$ cat src/rtl/core/jsrs_pkg.sv
// ----------------------------------------------------------------------------
// jsrs_pkg
// Shared widths, register indexes, reset values and helpers for the
// joystick servo rate stepper.
// ----------------------------------------------------------------------------
package jsrs_pkg;

  localparam int SAMPLE_W   = 10;
  localparam int TICK_W     = 10;
  localparam int SCALE_W    = 6;
  localparam int POS_W      = 8;
  localparam int CHAN_W     = 3;
  localparam int BAND_W     = 4;
  localparam int DIVISOR_W  = 10;
  localparam int CFG_IDX_W  = 3;
  localparam int CFG_DATA_W = 10;

  localparam int CHANNELS_DEF = 5;

  localparam logic [SAMPLE_W-1:0] DEAD_LOW_RST  = 10'd490;
  localparam logic [SAMPLE_W-1:0] DEAD_HIGH_RST = 10'd536;
  localparam logic [SCALE_W-1:0]  SCALE_RST     = 6'd20;
  localparam logic [POS_W-1:0]    POS_MIN_RST   = 8'd45;
  localparam logic [POS_W-1:0]    POS_MAX_RST   = 8'd105;
  localparam logic [TICK_W-1:0]   TICK_TOP_RST  = 10'd600;

  localparam logic [SAMPLE_W:0]   BAND_STEP = 11'd100;
  localparam logic [SAMPLE_W:0]   UP_BASE   = 11'd1128;
  localparam int                  BAND_MAX  = 11;

  typedef enum logic [CFG_IDX_W-1:0] {
    REG_DEAD_LOW  = 3'd0,
    REG_DEAD_HIGH = 3'd1,
    REG_SCALE     = 3'd2,
    REG_POS_MIN   = 3'd3,
    REG_POS_MAX   = 3'd4,
    REG_TICK_TOP  = 3'd5
  } reg_idx_t;

  function automatic logic [POS_W-1:0] reset_pos(input logic [CHAN_W-1:0] ch);
    logic [POS_W-1:0] p;
    case (ch)
      3'd2, 3'd3: p = 8'd100;
      default:    p = 8'd75;
    endcase
    return p;
  endfunction

  // floor(v / 100) for v below 1200
  function automatic logic [BAND_W-1:0] band_of(input logic [SAMPLE_W:0] v);
    logic [BAND_W-1:0] b;
    b = '0;
    for (int k = 1; k <= BAND_MAX; k++) begin
      if (v >= SAMPLE_W'(0) + (SAMPLE_W+1)'(k * 100)) b = BAND_W'(k);
    end
    return b;
  endfunction

endpackage

$ cat src/rtl/core/jsrs_ram.sv
// ----------------------------------------------------------------------------
// jsrs_ram
// Generic single-write, single-read RAM with registered read data.
// ----------------------------------------------------------------------------
module jsrs_ram #(
  parameter int WIDTH = 8,
  parameter int DEPTH = 5
) (
  input  logic                                  clk,
  input  logic                                  we,
  input  logic [(DEPTH > 1 ? $clog2(DEPTH) : 1)-1:0] waddr,
  input  logic [WIDTH-1:0]                      wdata,
  input  logic                                  re,
  input  logic [(DEPTH > 1 ? $clog2(DEPTH) : 1)-1:0] raddr,
  output logic [WIDTH-1:0]                      rdata
);

  logic [WIDTH-1:0] mem [DEPTH];

  always_ff @(posedge clk) begin
    if (we) mem[waddr] <= wdata;
    if (re) rdata <= mem[raddr];
  end

endmodule

$ cat src/rtl/core/jsrs_mod.sv
// ----------------------------------------------------------------------------
// jsrs_mod
// Restoring remainder unit, one dividend bit per cycle.
// ----------------------------------------------------------------------------
module jsrs_mod
  import jsrs_pkg::*;
(
  input  logic                 clk,
  input  logic                 rst,
  input  logic                 start,
  input  logic [TICK_W-1:0]    dividend,
  input  logic [DIVISOR_W-1:0] divisor,
  output logic                 done,
  output logic [DIVISOR_W-1:0] remainder
);

  localparam int CNT_W = $clog2(TICK_W + 1);

  logic                 busy;
  logic [CNT_W-1:0]     count;
  logic [TICK_W-1:0]    shift;
  logic [DIVISOR_W-1:0] dvs;
  logic [DIVISOR_W:0]   trial;

  assign trial = {remainder, shift[TICK_W-1]};

  always_ff @(posedge clk) begin
    if (rst) begin
      busy  <= 1'b0;
      done  <= 1'b0;
      count <= '0;
    end else begin
      done <= 1'b0;
      if (start) begin
        busy  <= 1'b1;
        count <= CNT_W'(TICK_W);
      end else if (busy) begin
        count <= count - 1'b1;
        if (count == CNT_W'(1)) begin
          busy <= 1'b0;
          done <= 1'b1;
        end
      end
    end
  end

  always_ff @(posedge clk) begin
    if (start) begin
      shift     <= dividend;
      dvs       <= divisor;
      remainder <= '0;
    end else if (busy) begin
      shift <= {shift[TICK_W-2:0], 1'b0};
      if (trial >= {1'b0, dvs}) remainder <= DIVISOR_W'(trial - {1'b0, dvs});
      else                      remainder <= trial[DIVISOR_W-1:0];
    end
  end

endmodule

$ cat src/rtl/core/joystick_servo_rate_stepper_core.sv
// ----------------------------------------------------------------------------
// joystick_servo_rate_stepper_core
// Per-channel servo position stepping from joystick samples.
// ----------------------------------------------------------------------------
// After input accept the result passes through position RAM read, remainder
// load, 10 remainder steps, completion and write-back to the output register.
// One beat is in work at a time; the next is accepted once the result sits
// in the output register, later while the output stalls.
// Reset (rst, synchronous) restores registers, counters and positions at once;
// per-entry valid bits stand in for the RAM contents, no clearing pass.
module joystick_servo_rate_stepper_core
  import jsrs_pkg::*;
#(
  parameter int CHANNELS = CHANNELS_DEF
) (
  input  logic                  clk,
  input  logic                  rst,
  input  logic                  s_tvalid,
  output logic                  s_tready,
  input  logic [15:0]           s_tdata,    // [9:0] sample
  output logic                  m_tvalid,
  input  logic                  m_tready,
  output logic [15:0]           m_tdata,    // [2:0] channel, [10:3] position
  input  logic                  cfg_valid,
  output logic                  cfg_ready,
  input  logic [CFG_IDX_W-1:0]  cfg_index,
  input  logic [CFG_DATA_W-1:0] cfg_data
);

  localparam int AW = CHANNELS > 1 ? $clog2(CHANNELS) : 1;

  typedef enum logic [4:0] {
    ST_IDLE  = 5'b00001,
    ST_READ  = 5'b00010,
    ST_START = 5'b00100,
    ST_MOD   = 5'b01000,
    ST_WRITE = 5'b10000
  } state_t;

  state_t state, state_next;

  logic [SAMPLE_W-1:0] dead_low, dead_high;
  logic [SCALE_W-1:0]  rate_scale;
  logic [POS_W-1:0]    pos_min, pos_max;
  logic [TICK_W-1:0]   tick_top;

  logic [AW-1:0]       turn;
  logic [TICK_W-1:0]   tick_count;
  logic [CHANNELS-1:0] valid;
  logic [SAMPLE_W-1:0] sample;
  logic [POS_W-1:0]    pos;
  logic                zone_down, zone_up, div_zero;
  logic [DIVISOR_W-1:0] divisor;

  logic [POS_W-1:0]    ram_q, pos_new;
  logic [SAMPLE_W:0]   tick_inc, band_in;
  logic [BAND_W-1:0]   band;
  logic [DIVISOR_W-1:0] div_c;
  logic                mod_done;
  logic [DIVISOR_W-1:0] mod_rem;
  logic                out_free, do_write;
  logic [CHAN_W-1:0]   chan;

  assign chan      = CHAN_W'(turn);
  assign s_tready  = state == ST_IDLE && !rst;
  assign cfg_ready = !rst;
  assign out_free  = !m_tvalid || m_tready;
  assign do_write  = state == ST_WRITE && out_free;

  // configuration
  always_ff @(posedge clk) begin
    if (rst) begin
      dead_low   <= DEAD_LOW_RST;
      dead_high  <= DEAD_HIGH_RST;
      rate_scale <= SCALE_RST;
      pos_min    <= POS_MIN_RST;
      pos_max    <= POS_MAX_RST;
      tick_top   <= TICK_TOP_RST;
    end else if (cfg_valid) begin
      unique case (cfg_index)
        REG_DEAD_LOW:  dead_low   <= cfg_data;
        REG_DEAD_HIGH: dead_high  <= cfg_data;
        REG_SCALE:     rate_scale <= cfg_data[SCALE_W-1:0];
        REG_POS_MIN:   pos_min    <= cfg_data[POS_W-1:0];
        REG_POS_MAX:   pos_max    <= cfg_data[POS_W-1:0];
        REG_TICK_TOP:  tick_top   <= cfg_data;
        default: ;
      endcase
    end
  end

  jsrs_ram #(
    .WIDTH (POS_W),
    .DEPTH (CHANNELS)
  ) u_pos_ram (
    .clk   (clk),
    .we    (do_write),
    .waddr (turn),
    .wdata (pos_new),
    .re    (s_tvalid && s_tready),
    .raddr (turn),
    .rdata (ram_q)
  );

  jsrs_mod u_mod (
    .clk       (clk),
    .rst       (rst),
    .start     (state == ST_START),
    .dividend  (tick_count),
    .divisor   (divisor),
    .done      (mod_done),
    .remainder (mod_rem)
  );

  assign tick_inc = {1'b0, tick_count} + 1'b1;
  assign band_in  = (sample < dead_low) ? ({1'b0, sample} + BAND_STEP)
                                        : (UP_BASE - {1'b0, sample});
  assign band     = band_of(band_in);
  assign div_c    = DIVISOR_W'(band) * DIVISOR_W'(rate_scale);

  always_comb begin
    logic [POS_W:0] p;
    logic           hit;
    hit = !div_zero && mod_rem == '0;
    p   = {1'b0, pos};
    if (zone_down) begin
      if (hit) p = (pos == '0) ? {1'b0, pos_min} : p - 1'b1;
      if (p < {1'b0, pos_min}) p = {1'b0, pos_min};
    end else if (zone_up) begin
      if (hit) p = p + 1'b1;
      if (p > {1'b0, pos_max}) p = {1'b0, pos_max};
    end
    pos_new = p[POS_W-1:0];
  end

  always_comb begin
    state_next = state;
    unique case (state)
      ST_IDLE:  if (s_tvalid) state_next = ST_READ;
      ST_READ:  state_next = ST_START;
      ST_START: state_next = ST_MOD;
      ST_MOD:   if (mod_done) state_next = ST_WRITE;
      ST_WRITE: if (out_free) state_next = ST_IDLE;
      default:  state_next = ST_IDLE;
    endcase
  end

  always_ff @(posedge clk) begin
    if (rst) begin
      state      <= ST_IDLE;
      turn       <= '0;
      tick_count <= '0;
      valid      <= '0;
      m_tvalid   <= 1'b0;
    end else begin
      state <= state_next;
      if (do_write)      m_tvalid <= 1'b1;
      else if (m_tready) m_tvalid <= 1'b0;
      if (state == ST_IDLE && s_tvalid && turn == '0) begin
        tick_count <= (tick_inc > {1'b0, tick_top}) ? '0 : tick_inc[TICK_W-1:0];
      end
      if (do_write) begin
        valid[turn] <= 1'b1;
        turn        <= (turn == AW'(CHANNELS - 1)) ? '0 : turn + 1'b1;
      end
    end
  end

  always_ff @(posedge clk) begin
    if (state == ST_IDLE && s_tvalid) sample <= s_tdata[SAMPLE_W-1:0];
    if (state == ST_READ) begin
      pos       <= valid[turn] ? ram_q : reset_pos(chan);
      zone_down <= sample < dead_low;
      zone_up   <= sample > dead_high;
      divisor   <= div_c;
      div_zero  <= div_c == '0;
    end
    if (do_write) m_tdata <= {5'd0, pos_new, chan};
  end

endmodule

$ cat config.mk
export PLATFORM = sky130hd
export DESIGN_NAME = joystick_servo_rate_stepper_core
export DESIGN_NICKNAME = d
export VERILOG_FILES = /design/src/rtl/core/jsrs_pkg.sv /design/src/rtl/core/jsrs_ram.sv /design/src/rtl/core/jsrs_mod.sv /design/src/rtl/core/joystick_servo_rate_stepper_core.sv
export SDC_FILE = /design/constraint.sdc
export NUM_CORES = 1
export LEC_CHECK = 0
export BUFFER_PORTS_ARGS = -buffer_cell sky130_fd_sc_hd__buf_4
export CAP_MARGIN = 20
export CELL_PAD_IN_SITES_DETAIL_PLACEMENT = 0
export CELL_PAD_IN_SITES_GLOBAL_PLACEMENT = 1
export CORE_UTILIZATION = 35
export CTS_CLUSTER_SIZE = 16
export DETAILED_ROUTE_END_ITERATION = 10
export PLACE_DENSITY = 0.61
export SETUP_SLACK_MARGIN = 0.4
export SLEW_MARGIN = 30
export SYNTH_ARGS = -nofsm -noshare
export SYNTH_HDL_FRONTEND = slang
export SYNTH_SLANG_ARGS = --single-unit
export TNS_END_PERCENT = 20
$ cat constraint.sdc
create_clock -name clk -period 7.8 [get_ports clk]
set_input_delay 1.56 -clock clk [delete_from_list [all_inputs] [get_ports clk]]
set_output_delay 1.56 -clock clk [all_outputs]
set_load 0.1 [all_outputs]
==> reports/summary.txt, run 1 <==
Outcome - finished, final reports clean
Die area - 33800 sq um
Worst R2R Setup Slack - 0.87 ns
Worst path max stage delay - 0.62 ns
Slew Limit Fails - 0
Top-area cell type share of the netlist area - 28.6%
Cell count after synthesis - 1241
Static Leak - 5.13 nW
Worst path slowest cell - or4_4
Netlist Area Pre-Place - 11600 sq um
Final instance area - 13200 sq um
Synth warn - 0
Antenna violations before repair - 0
WHS Path Cells - 0
DR iter-0 viols - 445
Largest net degree at the start of global routing - 59
Later-pin clock latency in the skew report - 0.52 ns
I/O pin count - 53
Met3 GRT Util - 1.94%
Post-Route WL - 27900 microns
Reg2reg end - div_zero$_DFFE_PP_
Min cycle time layout - 6.93 ns
CTS Buf Count - 24
Grt ovf - 0
Root buffer cell - clkbuf_16
Fin nets - 1391
Multi-input combinational cell area - 5870 sq um
Mean Syn Cell Area - 9.32 sq um
Dpl cell area - 12300 sq um
Clock skew - 0.0167 ns
Placed Cells - 1681
WP data arrival - 7.31 ns
Fin crit share - 88.8%
Drt drc - 0
Setup WS pre-CTS - 0.709 ns
Die height - 184 microns
First-pass GRT wire length - 45400 microns
Clock tree buffer depth - 3
FILL cells - 3288
Unrepaired setup endpoints after global routing - no
Ranking of synthesized cells by area - edfxtp_1 29%, dfxtp_1 16%, ha_1 8.8%
Area Growth Syn to Fin - 13.9%
PortBufs - 41
Vias per cell - 5.10
Count of final setup violators - 0
Initial Utilization - 35.5%
Setup crit end kind - flop
Worst Reg-to-Reg Cells - 23
Final worst slack - 0.872 ns
Met1 Usage GRT - 25.0%
Detailed-route via count - 8805
Hold Vio Cnt, Final - 0
Cell Chain, Critical Path - ha_1 -> a211oi_1 -> nor2_1 -> a22o_1 -> o2111a_1 -> or4_4 -> or3_1 -> a31oi_2 -> a21boi_1 -> nand2_1 -> fa_1 -> inv_1 -> fa_1 -> ha_1 -> a21o_1 -> a21oi_1 -> o21bai_1 -> a21oi_1 -> o21bai_1 -> a21oi_1 -> xnor2_1 -> or4_1 -> a21oi_1
DR WL/cell - 16.2 microns
Sequential cell area fraction in the yosys report - 44.5%
Largest area contributor in the netlist - edfxtp_1
Critical Path RT - 8.18 ns
Critical path class - reg -> reg
Chip width - 184 microns
Total GRT Usage - 16.8%
Fraction of registers with async set or reset after synthesis - 0%
Max_cap viols - 0
First-pass DRT Iterations - 4
N_diodes - 0
Hold endpoint - u_mod.dvs[4]$_DFFE_PP_
Clock slew at reported path FFs - 0.06 ns
H-Tree Depth - 1
Antenna Nets Post-Route - 0
Worst setup SP type - flop
Bufs and invs on worst path - 1
Hold crit path type - reg -> reg
FF+latch count, synth - 202
Post-synth cell types - 76
Share of cells above drive strength 1 - 9.34%
Clock Sinks - 202
Reg-to-reg startpoint - sample[3]$_DFFE_PP_
Pwr dens - 224 nW/um^2
Hold Crit Start - divisor[4]$_DFFE_PP_
Most Frequent Cell on Critical Path - a21oi_1
Final HPWL DP - 19800 microns
Fmax - 144 MHz
GP Congestion - 0.791
Core ar. - 32500 sq um
Post-synth EDFFs - 110
Maximum resistive drop on vdd - 0.000169 V
Layer with the highest usage - met2
CTS tree - done
CP max FO - 12
Fin util - 40.5%
Setup TNS - 0 ns
Layout Cells excl Fill - 1727
CP delay by family, top - compound AO/OA/AOI/OAI gates
Row count - 66
Ys flop type - edfxtp_1
Slew HR - 30.5%
Number of global-route vias before repair - 8386
Register area - 5150 sq um
Slew of the pin with the lowest slew margin - 1.03 ns
Met2 Use GR - 26.2%
==> power by group <==
group / internal (W) / total, W / switching, W
sequential: 0.00117 / 0.00122 / 0.0000432
combinational: 0.000230 / 0.000574 / 0.000344
clock: 0.000700 / 0.00116 / 0.000457
total: 0.00210 / 0.00295 / 0.000844
==> worst max path at each step <==
stage          slack, ns           startpoint            endpoint  depth (start not counted)
5_1_grt             0.41  sample[3]$_DFFE_PP_  div_zero$_DFFE_PP_                         23
4_1_cts             0.69  sample[5]$_DFFE_PP_  div_zero$_DFFE_PP_                         24
3_3_place_gp        0.75  sample[5]$_DFFE_PP_  div_zero$_DFFE_PP_                         24
3_5_place_dp        0.71  sample[5]$_DFFE_PP_  div_zero$_DFFE_PP_                         24
6_report            0.87  sample[3]$_DFFE_PP_  div_zero$_DFFE_PP_                         23
2_1_floorplan       1.68  sample[3]$_DFFE_PP_  div_zero$_DFFE_PP_                         24
==> cell usage after synthesis (4+ instances only) <==
cell	number
dfxtp_1	92
a2bb2oi_1	6
ha_1	81
mux2_2	5
nor2_1	78
inv_1	96
buf_4	5
nand2b_1	16
nor3_1	29
o211ai_1	26
edfxtp_1	110
a211oi_1	7
or4_1	4
nand4_1	10
o31a_1	8
or3_1	4
nand2_1	166
and3_1	17
o22ai_1	4
o21a_1	16
o21ai_0	64
o21bai_1	4
o211a_1	4
nor2b_1	26
nor4_1	12
or2_2	4
a21oi_1	90
fa_1	9
mux2i_1	23
o41ai_1	7
o31ai_1	4
clkbuf_1	49
xor2_1	11
nand3_1	28
a22oi_1	8
a31oi_1	11
a21o_1	9
xnor2_1	23
and2_1	20
==> state kept, by name, indices dropped and copies added, names as in the netlist, 6 cells and up <==
register / flops
u_mod.shift: 10
u_mod.dvs: 10
tick_count: 10
m_tdata: 11
pos: 8
dead_high: 10
sample: 10
rate_scale: 6
u_mod.remainder: 10
tick_top: 10
pos_max: 8
pos_min: 8
u_pos_ram.rdata: 8
u_pos_ram.mem: 40
divisor: 10
dead_low: 10
==> area by class of cell <==
class                      instances  area share [%]
sequential                       202            39.1
multi-input combinational        886            44.6
timing repair buffer              54            3.08
tap                              442            4.20
inverter                          99            2.82
clock buffer                      32            5.03
clock inverter                    12            1.21
==> stage by stage <==
step / total power [W] / hold WS, ns
floorplan: 0.00167 / 0.400
global placement: 0.00181 / 0.401
detailed placement: 0.00181 / 0.406
CTS: 0.00298 / 0.421
global route: 0.00310 / 0.431
finish: 0.00295 / 0.418
==> what timing repair did <==
| item | CTS | global route |
|---|---|---|
| setup buffers | 0 | 2 |
| hold buffers | 0 | 0 |
| endpoints found under the setup margin | 0 | 1 |
| gates resized for setup | 0 | 2 |
==> layer usage <==
| layer | routed length [microns] | up-vias |
|---|---|---|
| met4 | 477 | 0 |
| met3 | 820 | 34 |
| met1 | 14500 | 4153 |
| li1 | - | 4486 |
| met5 | 0 | - |
| met2 | 12100 | 132 |
==> cell usage in the layout, fill, tap and decap left out, drive strengths merged, types with 17 or more instances in the layout <==
master	synthesis	routed
nand2	166	166
edfxtp	110	110
inv	96	97
dfxtp	92	92
a21oi	90	90
ha	81	81
nor2	78	78
o21ai	65	65
buf	9	54
clkbuf	49	32
nor3	29	29
nand3	28	28
o211ai	26	26
nor2b	26	26
xnor2	23	23
mux2i	23	23
and2	20	20
and3	17	17
==> cells by family after synthesis <==
| group | after synthesis | share of synthesized area [%] |
|---|---|---|
| AO/OA/AOI/OAI | 302 | 17.1 |
| XOR/XNOR | 34 | 2.58 |
| adder cells (fa/ha/maj) | 90 | 10.3 |
| buffers and inverters | 157 | 5.33 |
| flip-flops | 202 | 44.5 |
| multiplexers | 29 | 2.67 |
| other | 1 | 0.0324 |
| AND/OR/NAND/NOR | 426 | 17.5 |
(Power assumes the default switching activity.)
==> inputs of run 2 (changes only) <==
--- a/config.mk
+++ b/config.mk
@@ -9,6 +9,7 @@
 export CAP_MARGIN = 20
 export CELL_PAD_IN_SITES_DETAIL_PLACEMENT = 0
 export CELL_PAD_IN_SITES_GLOBAL_PLACEMENT = 1
+export CORE_MARGIN = 2
 export CORE_UTILIZATION = 35
 export CTS_CLUSTER_SIZE = 16
 export DETAILED_ROUTE_END_ITERATION = 10
==> reports/summary.txt, run 2 (synthesized netlist as in run 1, its figures left out) <==
N_diodes - 0
FILL cells - 3273
CTS tree - done
H-Tree Depth - 1
Most Frequent Cell on Critical Path - a21oi_1
Number of global-route vias before repair - 8310
Most frequent cells in the layout - 166 x nand2_1, 110 x edfxtp_1, 96 x inv_1
Die height - 186 microns
Detailed-route via count - 8750
I/O pin count - 53
CTS Buf Count - 24
Initial Utilization - 35.5%
Commonest non-fill, non-tap cell in the layout - nand2_1
Bufs and invs on worst path - 1
PortBufs - 41
First-pass DRT Iterations - 4
Die area - 34500 sq um
Pwr dens - 216 nW/um^2
Worst path max stage delay - 0.62 ns
Slew Limit Fails - 0
Cell Chain, Critical Path - ha_1 -> a211oi_1 -> nor2_1 -> a22o_1 -> o2111a_1 -> or4_4 -> or3_1 -> a31oi_2 -> a21boi_1 -> nand2_1 -> fa_1 -> inv_1 -> fa_1 -> ha_1 -> a21o_1 -> a21oi_1 -> o21bai_1 -> a21oi_1 -> o21bai_1 -> a21oi_1 -> xnor2_1 -> or4_1 -> a21oi_1
Slew HR - 35.0%
DR iter-0 viols - 560
Clock skew - 0.0226 ns
Worst path depth - 23
Static Leak - 5.08 nW
Clock tree buffer depth - 3
Worst R2R Setup Slack - 0.85 ns
Core ar. - 32500 sq um
CP delay by family, top - compound AO/OA/AOI/OAI gates
Biggest regs - u_pos_ram.mem (40), m_tdata (11)
GP Congestion - 0.783
Total GRT Usage - 16.4%
Combinational power share - 20.3%
Final worst hold slack - 0.414 ns
WHS Path Cells - 0
Largest register FFs - 40
Pint - 0.00198 W
Setup TNS - 0 ns
Antenna Nets Post-Route - 0
Worst path slowest cell - or4_4
Min cycle time layout - 6.95 ns
First-pass GRT wire length - 45000 microns
Unrepaired setup endpoints after global routing - no
Vias per cell - 5.07
Worst setup SP type - flop
Later-pin clock latency in the skew report - 0.52 ns
Clock share of power - 36.5%
Maximum resistive drop on vdd - 0.000155 V
Setup crit end kind - flop
Drt drc - 0
Grt ovf - 0
Final HPWL DP - 19600 microns
Count of final setup violators - 0
Outcome - finished, final reports clean
Worst Reg-to-Reg Cells - 23
Chip width - 186 microns
Hold Vio Cnt, Final - 0
Clock slew at reported path FFs - 0.06 ns
Share of cells above drive strength 1 - 8.80%
Fmax - 144 MHz
Max_cap viols - 0
Switching power - 0.000835 W
Fin crit share - 89.2%
Critical path class - reg -> reg
Row count - 66
Top reg by flops - u_pos_ram.mem
Root buffer cell - clkbuf_16
Antenna violations before repair - 0
DR WL/cell - 16.1 microns
Area Growth Syn to Fin - 12.9%
Largest net degree at the start of global routing - 59
Fin nets - 1390
Post-Route WL - 27800 microns
Critical Path RT - 8.17 ns
Clock Sinks - 202
WP data arrival - 7.32 ns
Reg power frac - 43.1%
Switch share - 29.6%
CP max FO - 12
Hold crit path type - reg -> reg
Slew of the pin with the lowest slew margin - 0.965 ns
-- run 2: per-stage QoR --
step | setup slack, ns | cells | cell area (sq um) | util [%] | power, W
CTS | 0.625 | 1725 | 13000 | 40.1 | 0.00285
detailed placement | 0.646 | 1681 | 12300 | 37.9 | 0.00181
floorplan | 1.68 | 1245 | 11600 | - | 0.00167
global route | 0.432 | 1726 | 13100 | 40.1 | 0.00299
finish | 0.846 | 1726 | 13100 | 40.1 | 0.00282
global placement | 0.752 | 1681 | 12300 | 37.8 | 0.00181
-- run 2: power by group through the flow --
stage | clock, W | sequential [W] | combinational, W
after detailed placement | 0 | 0.00124 | 0.000570
after global routing | 0.00110 | 0.00122 | 0.000658
final | 0.00103 | 0.00122 | 0.000573
after CTS | 0.00106 | 0.00122 | 0.000574
after global placement | 0 | 0.00124 | 0.000572
after floorplan | 0 | 0.00122 | 0.000449
-- run 2: what timing repair did --
item	CTS	global route
setup buffers	0	1
hold buffers	0	0
gates resized for setup	0	2
setup endpoints to repair	0	1
-- run 2: area by class of cell --
cell class	count	area, sq um	share of cell area [%]
flip-flops and latches	202	5150	39.4
well taps	442	553	4.24
clock buffers	31	637	4.88
inverters	99	372	2.85
clock inverters	13	85.1	0.652
repair buffers	53	398	3.05
multi-input cells	886	5870	44.9
-- run 2: worst paths after layout --
check,startpoint,endpoint
min,divisor[1]$_DFFE_PP_,u_mod.dvs[1]$_DFFE_PP_
min reg2reg,divisor[1]$_DFFE_PP_,u_mod.dvs[1]$_DFFE_PP_
max,sample[3]$_DFFE_PP_,div_zero$_DFFE_PP_
max reg2reg,sample[3]$_DFFE_PP_,div_zero$_DFFE_PP_
-- run 2: layer usage --
| metal | routed length (microns) | global-route usage [%] |
|---|---|---|
| met1 | 14100 | 24.1 |
| met2 | 12200 | 25.5 |
| met3 | 994 | 2.27 |
| met4 | 439 | 3.53 |
| met5 | 0 | 0 |
